File: config.mk
export PLATFORM = sky130hd
export DESIGN_NAME = record_slot_page_manager
export DESIGN_NICKNAME = d
export VERILOG_FILES = /design/src/rtl/rspm_pkg.sv /design/src/rtl/record_slot_page_manager.sv
export SDC_FILE = /design/constraint.sdc
export NUM_CORES = 2
export LEC_CHECK = 0
export ABC_AREA = 0
export BUFFER_PORTS_ARGS = -buffer_cell sky130_fd_sc_hd__buf_2
export CORE_ASPECT_RATIO = 1.25
export CORE_MARGIN = 1.5
export CORE_UTILIZATION = 40
export CTS_BUF_LIST = sky130_fd_sc_hd__clkbuf_8
export DETAILED_ROUTE_END_ITERATION = 12
export GPL_ROUTABILITY_DRIVEN = 0
export PLACE_DENSITY = 0.65
export SLEW_MARGIN = 40
export SYNTH_ARGS = -nofsm -noshare
export SYNTH_HDL_FRONTEND = slang
export SYNTH_SLANG_ARGS = --single-unit
export TNS_END_PERCENT = 1
File: constraint.sdc
create_clock -name clk -period 8.2 [get_ports clk]
set_input_delay 1.23 -clock clk [delete_from_list [all_inputs] [get_ports clk]]
set_output_delay 1.23 -clock clk [all_outputs]
set_load 0.02 [all_outputs]
File: src/rtl/rspm_pkg.sv
// shared types, codes and fixed widths of the record slot page manager
package rspm_pkg;

    // page geometry
    localparam int PAGE_BYTES   = 8192;
    localparam int HEADER_BYTES = 20;

    // field widths
    localparam int CFG_W       = 13;
    localparam int REQ_W       = 3;
    localparam int SLOT_IN_W   = 11;
    localparam int STATUS_W    = 3;
    localparam int SLOT_OUT_W  = 10;
    localparam int OFFSET_W    = 13;
    localparam int COUNT_W     = 11;
    localparam int STRIDE_W    = 13;
    localparam int MAX_RECORD  = 4096;

    // stream word layout
    localparam int S_TDATA_W = 16;
    localparam int S_TUSER_W = 3;
    localparam int M_TDATA_W = 40;
    localparam int M_TUSER_W = 4;
    localparam int M_PAD_W   = M_TDATA_W - SLOT_OUT_W - OFFSET_W - COUNT_W;

    // occupancy map word
    localparam int WORD_BITS = 32;
    localparam int BIT_W     = 5;

    // capacity divider: floor(8*avail / (8*stride + 1))
    localparam int AVAIL   = (PAGE_BYTES > HEADER_BYTES + 1) ?
                             (PAGE_BYTES - HEADER_BYTES - 1) : 0;
    localparam int DIV_NUM = 8 * AVAIL;
    localparam int NUM_W   = $clog2(DIV_NUM + 1);
    localparam int DEN_W   = STRIDE_W + 3;
    localparam int DCNT_W  = $clog2(NUM_W + 1);

    typedef enum logic [REQ_W-1:0] {
        REQ_INSERT  = 3'd0,
        REQ_RECOVER = 3'd1,
        REQ_UPDATE  = 3'd2,
        REQ_DELETE  = 3'd3,
        REQ_GET     = 3'd4
    } req_t;

    typedef enum logic [STATUS_W-1:0] {
        ST_OK        = 3'd0,
        ST_NO_SPACE  = 3'd1,
        ST_BAD_ARG   = 3'd2,
        ST_NOT_EXIST = 3'd3,
        ST_BAD_RID   = 3'd4
    } status_t;

endpackage

File: src/rtl/record_slot_page_manager.sv
// record slot page manager: occupancy map, record count and slot geometry of one page
//
// Each request word (s_axis_tuser = request kind, s_axis_tdata = slot) gives exactly one
// result word. A request passes the sequencer states S_EXEC and S_OFFS on its way to the
// result register, and no further request is taken until it has left them: the occupancy
// map lives in a synchronous memory of 32-bit words, read on acceptance, modified and
// written back in the next cycle, and the byte offset is formed by a multiplier in the
// cycle after that. Insert finds the lowest free slot through a one-bit-per-word "full"
// summary, then a find-first-zero on the word read. A record size write empties the page
// at once (per-word valid bits) and recomputes the capacity with a bit-serial divider,
// and until the new capacity is stored no request or further size write is taken. A
// finished result may wait in the output register while the next request is accepted;
// that next result then waits in the sequencer, and no further request is taken, until the first is taken.
module record_slot_page_manager #(
    parameter int MAX_SLOTS = 1024
) (
    input  logic                           clk,
    input  logic                           rst_n,
    // record size write channel
    input  logic                           cfg_valid,
    output logic                           cfg_ready,
    input  logic [rspm_pkg::CFG_W-1:0]     cfg_data,
    // request words
    input  logic                           s_axis_tvalid,
    output logic                           s_axis_tready,
    input  logic [rspm_pkg::S_TDATA_W-1:0] s_axis_tdata,  // slot_index[10:0], zeros
    input  logic [rspm_pkg::S_TUSER_W-1:0] s_axis_tuser,  // req_type[2:0]
    // result words
    output logic                           m_axis_tvalid,
    input  logic                           m_axis_tready,
    output logic [rspm_pkg::M_TDATA_W-1:0] m_axis_tdata,  // slot_out[9:0],
                                                          // data_offset[22:10],
                                                          // record_count[33:23], zeros
    output logic [rspm_pkg::M_TUSER_W-1:0] m_axis_tuser   // status[2:0], page_empty[3]
);
    import rspm_pkg::*;

    localparam int WORDS   = (MAX_SLOTS + WORD_BITS - 1) / WORD_BITS;
    localparam int WIDX_W  = (WORDS > 1) ? $clog2(WORDS) : 1;
    localparam int SLOT_W  = WIDX_W + BIT_W;
    localparam int SX      = (SLOT_W > SLOT_IN_W) ? SLOT_W : SLOT_IN_W;
    localparam int CAP_W   = $clog2(MAX_SLOTS + 1);
    localparam int CMP_A   = (SX > CAP_W) ? SX : CAP_W;
    localparam int CMP_W   = (CMP_A > NUM_W) ? CMP_A : NUM_W;
    localparam int RST_RAW = DIV_NUM / 65;
    localparam int RST_CAP = (RST_RAW > MAX_SLOTS) ? MAX_SLOTS : RST_RAW;
    localparam int RST_DS  = ((HEADER_BYTES + (RST_CAP + 7) / 8 + 7) / 8) * 8;

    typedef enum logic [4:0] {
        S_IDLE = 5'b00001,
        S_EXEC = 5'b00010,
        S_OFFS = 5'b00100,
        S_DIV  = 5'b01000,
        S_FIN  = 5'b10000
    } state_t;

    // control state
    state_t                 state_reg;
    logic [WORDS-1:0]       full_reg;
    logic [WORDS-1:0]       row_valid_reg;
    logic [CAP_W-1:0]       count_reg;
    logic [CAP_W-1:0]       cap_reg;
    logic [STRIDE_W-1:0]    stride_reg;
    logic [OFFSET_W-1:0]    ds_reg;
    logic [DCNT_W-1:0]      div_cnt_reg;
    logic                   out_valid_reg;

    // payload registers
    logic [NUM_W-1:0]       quo_reg;
    logic [DEN_W-1:0]       rem_reg;
    req_t                   req_reg;
    logic [SX-1:0]          slot_reg;
    logic [WIDX_W-1:0]      word_reg;
    logic                   any_free_reg;
    logic                   in_range_reg;
    logic                   rd_valid_reg;
    logic [WORD_BITS-1:0]   rd_data_reg;
    status_t                res_status_reg;
    logic                   res_ok_reg;
    logic [SX-1:0]          res_slot_reg;
    logic                   res_empty_reg;
    logic [STATUS_W-1:0]    out_status_reg;
    logic [SLOT_OUT_W-1:0]  out_slot_reg;
    logic [OFFSET_W-1:0]    out_offset_reg;
    logic [COUNT_W-1:0]     out_count_reg;
    logic                   out_empty_reg;

    // occupancy map memory
    logic [WORD_BITS-1:0]   map_mem [WORDS];

    logic                   in_accept;
    logic                   cfg_accept;
    logic                   out_load;

    // handshakes
    assign cfg_ready     = (state_reg == S_IDLE);
    assign s_axis_tready = (state_reg == S_IDLE) && !cfg_valid;
    assign cfg_accept    = cfg_valid && cfg_ready;
    assign in_accept     = s_axis_tvalid && s_axis_tready;
    assign out_load      = (state_reg == S_OFFS) && (!out_valid_reg || m_axis_tready);

    // record size saturation and stride
    logic [CFG_W-1:0]       size_sat;
    logic [STRIDE_W-1:0]    stride_next;

    always_comb
    begin
        priority if (cfg_data == '0)
            size_sat = CFG_W'(1);
        else if (cfg_data > CFG_W'(MAX_RECORD))
            size_sat = CFG_W'(MAX_RECORD);
        else
            size_sat = cfg_data;
        stride_next = STRIDE_W'((size_sat + CFG_W'(7)) & ~CFG_W'(7));
    end

    // one restoring division step
    logic [DEN_W-1:0]       den;
    logic [DEN_W:0]         trial;
    logic                   trial_ge;
    logic [DEN_W-1:0]       rem_next;
    logic [NUM_W-1:0]       quo_next;

    always_comb
    begin
        den      = {stride_reg, 3'b000} + DEN_W'(1);
        trial    = {rem_reg, quo_reg[NUM_W-1]};
        trial_ge = (trial >= {1'b0, den});
        rem_next = trial_ge ? DEN_W'(trial - {1'b0, den}) : DEN_W'(trial);
        quo_next = {quo_reg[NUM_W-2:0], trial_ge};
    end

    // capacity clamp and first record offset
    logic [CAP_W-1:0]       cap_next;
    logic [15:0]            ds_sum;
    logic [OFFSET_W-1:0]    ds_next;

    always_comb
    begin
        if (CMP_W'(quo_reg) > CMP_W'(MAX_SLOTS))
            cap_next = CAP_W'(MAX_SLOTS);
        else
            cap_next = CAP_W'(quo_reg);
        ds_sum  = 16'(HEADER_BYTES) + ((16'(cap_next) + 16'd7) >> 3) + 16'd7;
        ds_next = OFFSET_W'(ds_sum & ~16'd7);
    end

    // request decode at acceptance: pick the map word to read
    logic [SX-1:0]          slot_in;
    logic                   slot_in_range;
    logic [WIDX_W-1:0]      free_word;
    logic                   any_free;
    logic [WIDX_W-1:0]      rd_addr;

    always_comb
    begin
        slot_in       = SX'(s_axis_tdata[SLOT_IN_W-1:0]);
        slot_in_range = CMP_W'(slot_in) < CMP_W'(cap_reg);
        free_word     = '0;
        any_free      = 1'b0;
        for (int i = WORDS - 1; i >= 0; i--)
        begin
            if (!full_reg[i])
            begin
                any_free  = 1'b1;
                free_word = WIDX_W'(i);
            end
        end
        if (req_t'(s_axis_tuser[REQ_W-1:0]) == REQ_INSERT)
            rd_addr = free_word;
        else if (slot_in_range)
            rd_addr = slot_in[BIT_W +: WIDX_W];
        else
            rd_addr = '0;
    end

    // memory read and write ports
    logic                   mem_we;
    logic [WORD_BITS-1:0]   mem_wdata;

    always_ff @(posedge clk)
    begin
        if (mem_we)
            map_mem[word_reg] <= mem_wdata;
        if (in_accept)
            rd_data_reg <= map_mem[rd_addr];
    end

    // modify step: find-first-zero, status and new word
    logic [WORD_BITS-1:0]   word;
    logic                   zero_found;
    logic [BIT_W-1:0]       zero_bit;
    logic [BIT_W-1:0]       bit_sel;
    logic [WORD_BITS-1:0]   bit_mask;
    logic [SLOT_W-1:0]      found_slot;
    logic                   found_ok;
    logic                   room;
    status_t                ex_status;
    logic                   ex_ok;
    logic [SX-1:0]          ex_slot;
    logic [CAP_W-1:0]       ex_count;
    logic                   ex_empty;

    always_comb
    begin
        word       = rd_valid_reg ? rd_data_reg : '0;
        zero_found = 1'b0;
        zero_bit   = '0;
        for (int i = WORD_BITS - 1; i >= 0; i--)
        begin
            if (!word[i])
            begin
                zero_found = 1'b1;
                zero_bit   = BIT_W'(i);
            end
        end
        bit_sel    = (req_reg == REQ_INSERT) ? zero_bit : slot_reg[BIT_W-1:0];
        bit_mask   = WORD_BITS'(1) << bit_sel;
        found_slot = {word_reg, zero_bit};
        found_ok   = any_free_reg && zero_found && (CMP_W'(found_slot) < CMP_W'(cap_reg));
        room       = (count_reg < cap_reg);
        ex_status  = ST_OK;
        ex_ok      = 1'b0;
        ex_slot    = slot_reg;
        ex_count   = count_reg;
        ex_empty   = 1'b0;
        mem_we     = 1'b0;
        mem_wdata  = word;
        unique case (req_reg)
            REQ_INSERT:
            begin
                if (room && found_ok)
                begin
                    ex_ok     = 1'b1;
                    ex_slot   = SX'(found_slot);
                    ex_count  = count_reg + CAP_W'(1);
                    mem_we    = (state_reg == S_EXEC);
                    mem_wdata = word | bit_mask;
                end
                else
                begin
                    ex_status = ST_NO_SPACE;
                    ex_slot   = '0;
                end
            end
            REQ_RECOVER:
            begin
                if (room && in_range_reg)
                begin
                    ex_ok     = 1'b1;
                    ex_count  = count_reg + CAP_W'(1);
                    mem_we    = (state_reg == S_EXEC);
                    mem_wdata = word | bit_mask;
                end
                else
                    ex_status = ST_NO_SPACE;
            end
            REQ_UPDATE, REQ_GET:
            begin
                if (!in_range_reg)
                    ex_status = (req_reg == REQ_UPDATE) ? ST_BAD_ARG : ST_BAD_RID;
                else if (!word[bit_sel])
                    ex_status = ST_NOT_EXIST;
                else
                    ex_ok = 1'b1;
            end
            REQ_DELETE:
            begin
                if (!in_range_reg)
                    ex_status = ST_BAD_ARG;
                else if (!word[bit_sel])
                    ex_status = ST_NOT_EXIST;
                else
                begin
                    ex_ok     = 1'b1;
                    ex_count  = (count_reg != '0) ? count_reg - CAP_W'(1) : '0;
                    ex_empty  = (ex_count == '0);
                    mem_we    = (state_reg == S_EXEC);
                    mem_wdata = word & ~bit_mask;
                end
            end
            default:
                ex_status = ST_BAD_ARG;
        endcase
    end

    // byte offset of the slot's record
    logic [OFFSET_W-1:0]    offset_next;

    assign offset_next = res_ok_reg ?
        OFFSET_W'(ds_reg + OFFSET_W'(stride_reg * STRIDE_W'(res_slot_reg))) : '0;

    // sequencer and page state
    always_ff @(posedge clk or negedge rst_n)
    begin
        if (!rst_n)
        begin
            state_reg     <= S_IDLE;
            full_reg      <= '0;
            row_valid_reg <= '0;
            count_reg     <= '0;
            cap_reg       <= CAP_W'(RST_CAP);
            stride_reg    <= STRIDE_W'(8);
            ds_reg        <= OFFSET_W'(RST_DS);
            div_cnt_reg   <= '0;
            out_valid_reg <= 1'b0;
        end
        else
        begin
            if (out_load)
                out_valid_reg <= 1'b1;
            else if (m_axis_tready)
                out_valid_reg <= 1'b0;
            unique case (state_reg)
                S_IDLE:
                begin
                    if (cfg_accept)
                    begin
                        stride_reg    <= stride_next;
                        count_reg     <= '0;
                        full_reg      <= '0;
                        row_valid_reg <= '0;
                        div_cnt_reg   <= DCNT_W'(NUM_W);
                        state_reg     <= S_DIV;
                    end
                    else if (in_accept)
                        state_reg <= S_EXEC;
                end
                S_EXEC:
                begin
                    count_reg <= ex_count;
                    if (mem_we)
                    begin
                        full_reg[word_reg]      <= &mem_wdata;
                        row_valid_reg[word_reg] <= 1'b1;
                    end
                    state_reg <= S_OFFS;
                end
                S_OFFS:
                begin
                    if (out_load)
                        state_reg <= S_IDLE;
                end
                S_DIV:
                begin
                    div_cnt_reg <= div_cnt_reg - DCNT_W'(1);
                    if (div_cnt_reg == DCNT_W'(1))
                        state_reg <= S_FIN;
                end
                S_FIN:
                begin
                    cap_reg   <= cap_next;
                    ds_reg    <= ds_next;
                    state_reg <= S_IDLE;
                end
                default:
                    state_reg <= S_IDLE;
            endcase
        end
    end

    // request, result and divider payload
    always_ff @(posedge clk)
    begin
        if (in_accept)
        begin
            req_reg      <= req_t'(s_axis_tuser[REQ_W-1:0]);
            slot_reg     <= slot_in;
            word_reg     <= rd_addr;
            any_free_reg <= any_free;
            in_range_reg <= slot_in_range;
            rd_valid_reg <= row_valid_reg[rd_addr];
        end
        if (state_reg == S_EXEC)
        begin
            res_status_reg <= ex_status;
            res_ok_reg     <= ex_ok;
            res_slot_reg   <= ex_slot;
            res_empty_reg  <= ex_empty;
        end
        if (cfg_accept)
        begin
            quo_reg <= NUM_W'(DIV_NUM);
            rem_reg <= '0;
        end
        else if (state_reg == S_DIV)
        begin
            quo_reg <= quo_next;
            rem_reg <= rem_next;
        end
        if (out_load)
        begin
            out_status_reg <= res_status_reg;
            out_slot_reg   <= res_slot_reg[SLOT_OUT_W-1:0];
            out_offset_reg <= offset_next;
            out_count_reg  <= COUNT_W'(count_reg);
            out_empty_reg  <= res_empty_reg;
        end
    end

    // result word
    assign m_axis_tvalid = out_valid_reg;
    assign m_axis_tdata  = {{M_PAD_W{1'b0}}, out_count_reg, out_offset_reg, out_slot_reg};
    assign m_axis_tuser  = {out_empty_reg, out_status_reg};

endmodule

==> impl_metrics.env <==
export IMPL_vdd_drop_max_uv=177.4
export IMPL_yosysUniqueCellTypes=102
export IMPL_num_io_pins=84
export IMPL_ff2ff_path_depth=21
export IMPL_finalCriticalPeriod_ns=6.448
export IMPL_num_vias=35870
export IMPL_largest_register_ffs=1024
export IMPL_slew_violations=0
export IMPL_track_usage_pct=21.13
export IMPL_synth_yosys_warnings=0
export IMPL_crit_top_cell="buf_4"
export IMPL_portBuffers=69
export IMPL_cts_buffer_depth=3
export IMPL_placementRows=154
export IMPL_clk_latency_ns=0.91
export IMPL_post_drt_wl_per_cell_um=24.74
export IMPL_crit_path_end_kind="flop"
export IMPL_min_path_type="in -> async"
export IMPL_die_area_mm2=0.1438
export IMPL_synth_edff_count=1127
export IMPL_cts_root_buf="clkbuf_8"
export IMPL_ant_nets=0
export IMPL_crit_chain="buf_4, nand3_1, or4_1, a21oi_1, nor2_1, ha_1, and4_1, nand3_1, o21ba_2, o2111ai_1, o31ai_2, buf_4, nand2_1, buf_4, o32a_1, a2111oi_0, a21oi_1, nor4b_2, nand4_2, buf_4, o31ai_1"
export IMPL_p_leak_nw=21.70
export IMPL_multi_input_area_mm2=0.01834
export IMPL_vias_per_cell=5.741
export IMPL_clk_pin_slew_ns=0.07
export IMPL_drt_initial_drc_count=3503
export IMPL_avgSynthCellArea_um2=13.85
export IMPL_finalSetupTns_ns=0
export IMPL_max_freq_ghz=0.1551
export IMPL_powerDensity_mw_per_mm2=247.2
export IMPL_antenna_found_initial=1
export IMPL_fillCellCount=12490
export IMPL_crit_slowest_cell="edfxtp_1"
export IMPL_fin_nets=4348
export IMPL_syn_area_mm2=0.05661
export IMPL_worst_slew_pin_transition_ns=0.9175
export IMPL_relSlewSlack_pct=38.84
export IMPL_synth_flop_cell="edfxtp_1"
export IMPL_seq_area_mm2=0.03735
export IMPL_grt_pass1_vias=34940
export IMPL_areaGrowthSynthToFinish_pct=12.24
export IMPL_final_cell_mix="edfxtp_1, nand2_1, mux2i_1"
export IMPL_grt_max_degree=116
export IMPL_cts_resized=0
export IMPL_routed_wl_um=154500
export IMPL_critPathMaxStageDelay_ns=0.78
export IMPL_drcViolationCount=0
export IMPL_dieWidth_um=339.5
export IMPL_top_register="map_mem"
export IMPL_r2r_end="full_reg[23]$_DFFE_PN0P_"
export IMPL_startpoint_type="flop"
export IMPL_grt_overflow=0
export IMPL_cp_arrival_ns=7.24
export IMPL_layout_drive_gt1_share_pct=16.67
export IMPL_first_pass_iters=8
export IMPL_maxCapViolCount=0
export IMPL_reg2reg_from="rd_valid_reg$_DFFE_PP_"
export IMPL_start_util_pct=40.25
export IMPL_post_cts_buffers=0
export IMPL_dp_hpwl_um=87480
export IMPL_ys_ff_latch=1273
export IMPL_setup_viol=0
export IMPL_crit_required_ns=9.00
export IMPL_hold_viol=0
export IMPL_grt_pass1_wl_um=225100
export IMPL_cp_max_fo=32
export IMPL_cts_buffers=189
export IMPL_criticalPathCategory="reg -> reg"
export IMPL_run_status="completed"
export IMPL_r2r_slack_ns=1.75
export IMPL_tritoncts="done"
export IMPL_grt_setup_unrepaired="no"
export IMPL_holdBufCountCts=0
export IMPL_final_common_cell="edfxtp_1"
export IMPL_coreArea_mm2=0.1407
export IMPL_die_h_um=423.6
export IMPL_clock_sinks=1273
export IMPL_post_route_period_util_pct=78.63
export IMPL_syn_inst=4088
export IMPL_h_tree_depth=4
export IMPL_synth_seq_area_share_pct=65.98
export IMPL_total_power_w=0.01571
export IMPL_ys_async_sr_fraction_pct=8.955
export IMPL_fin_skew_ns=0.02781
-- critical path, delay by kind of cell, from the launching register on --
kind	cells	cell delay (ns)
flops	1	0.78
buf+inv	4	1.14
fa+ha+maj	1	0.28
compound gates	8	2.44
simple gates	8	1.62
-- power by group --
part           leakage, nW  total [W]  switching [W]  internal, W
clock                 2.05    0.00487        0.00245      0.00243
sequential            12.1    0.00763       0.000244      0.00738
combinational         7.58    0.00321        0.00197      0.00124
total                 21.7     0.0157        0.00466       0.0111
-- synth_stat cells, drive strengths merged (8+ instances only) --
| cell type | instances | area, µm² |
|---|---|---|
| nor3 | 50 | 250.2 |
| xnor2 | 37 | 324.1 |
| a32oi | 41 | 374.1 |
| edfxtp | 1127 | 33840 |
| o21a | 40 | 300.3 |
| a21boi | 8 | 60.06 |
| ha | 76 | 950.9 |
| o31ai | 33 | 257.7 |
| dfstp | 13 | 341.6 |
| or3 | 17 | 106.4 |
| a21oi | 103 | 515.5 |
| a222oi | 32 | 320.3 |
| o21ai | 106 | 538.0 |
| a31o | 8 | 70.07 |
| o22a | 34 | 297.8 |
| nor2b | 9 | 56.30 |
| buf | 99 | 508.0 |
| and3 | 21 | 131.4 |
| nand2 | 466 | 1749 |
| xor2 | 14 | 122.6 |
| clkbuf | 166 | 624.3 |
| dfrtp | 101 | 2527 |
| or2 | 10 | 62.56 |
| dfxtp | 32 | 640.6 |
| nand3b | 23 | 172.7 |
| nand4 | 23 | 150.1 |
| a21o | 22 | 165.2 |
| nor2 | 120 | 462.9 |
| o22ai | 17 | 106.4 |
| o311ai | 38 | 332.8 |
| mux2 | 163 | 1836 |
| o211ai | 89 | 668.1 |
| a31oi | 24 | 165.2 |
| fa | 23 | 460.4 |
| nand3 | 164 | 825.8 |
| o31a | 14 | 122.6 |
| nand2b | 14 | 87.58 |
| mux2i | 416 | 4164 |
| and2 | 41 | 256.5 |
| nor4 | 44 | 302.8 |
| inv | 104 | 390.4 |
| a211oi | 10 | 75.07 |
-- area by class of cell --
| class | count | area share (%) |
|---|---|---|
| flip-flops and latches | 1273 | 58.78 |
| diodes | 2 | 0.007876 |
| inverters | 104 | 0.6242 |
| clock inverters | 155 | 1.349 |
| well taps | 1872 | 3.686 |
| multi-input cells | 2454 | 28.87 |
| repair buffers | 190 | 2.420 |
| clock buffers | 197 | 4.267 |
-- metal layers --
metal	track usage, %	share of wire [%]	vias up
met1	26.06	39	17970
li1	-	-	15930
met3	3.580	7.2	402
met4	10.99	5.1	0
met5	0	0	-
met2	35.60	49	1562
-- cells by family (layout without fill, tap and decap cells) --
kind of cell	after synthesis	in the layout	synth area share, %
other	1	11	0.006624
muxes	579	579	10.60
xor gates and xnor gates	51	51	0.7890
adders and majority gates	99	99	2.493
DFF	1273	1273	65.98
and+or+nand+nor	1027	1027	8.562
AOI/OAI and AO/OA	689	689	8.887
buffers and inverters	369	646	2.690
-- worst max-delay path by stage --
| stage | from | to | slack [ns] | cells past startpoint |
|---|---|---|---|---|
| floorplan | rd_data_reg[5]$_DFFE_PP_ | map_mem[28][0]$_DFFE_PP_ | 1.04 | 17 |
| global placement | s_axis_tdata[1] | rd_data_reg[11]$_DFFE_PP_ | 1.76 | 14 |
| detailed placement | s_axis_tdata[1] | rd_data_reg[11]$_DFFE_PP_ | 1.79 | 14 |
| CTS | rd_valid_reg$_DFFE_PP_ | full_reg[23]$_DFFE_PN0P_ | 2.03 | 21 |
| global route | rd_valid_reg$_DFFE_PP_ | full_reg[30]$_DFFE_PN0P_ | 1.60 | 21 |
| finish | rd_valid_reg$_DFFE_PP_ | full_reg[23]$_DFFE_PN0P_ | 1.75 | 21 |
-- metrics by stage --
| step | hold slack, ns | setup WS [ns] | cell area (µm²) | util, % | std cells |
|---|---|---|---|---|---|
| after floorplan | 0.4003 | 1.045 | 56640 | - | 4096 |
| after global placement | 0.4019 | 1.765 | 59610 | 42.38 | 5881 |
| after detailed placement | 0.4045 | 1.785 | 59870 | 42.56 | 5888 |
| after CTS | 0.3119 | 2.033 | 63430 | 45.10 | 6240 |
| after global routing | 0.3732 | 1.605 | 63540 | 45.18 | 6246 |
| final | 0.3686 | 1.752 | 63550 | 45.18 | 6247 |
(Power assumes the default switching activity.)
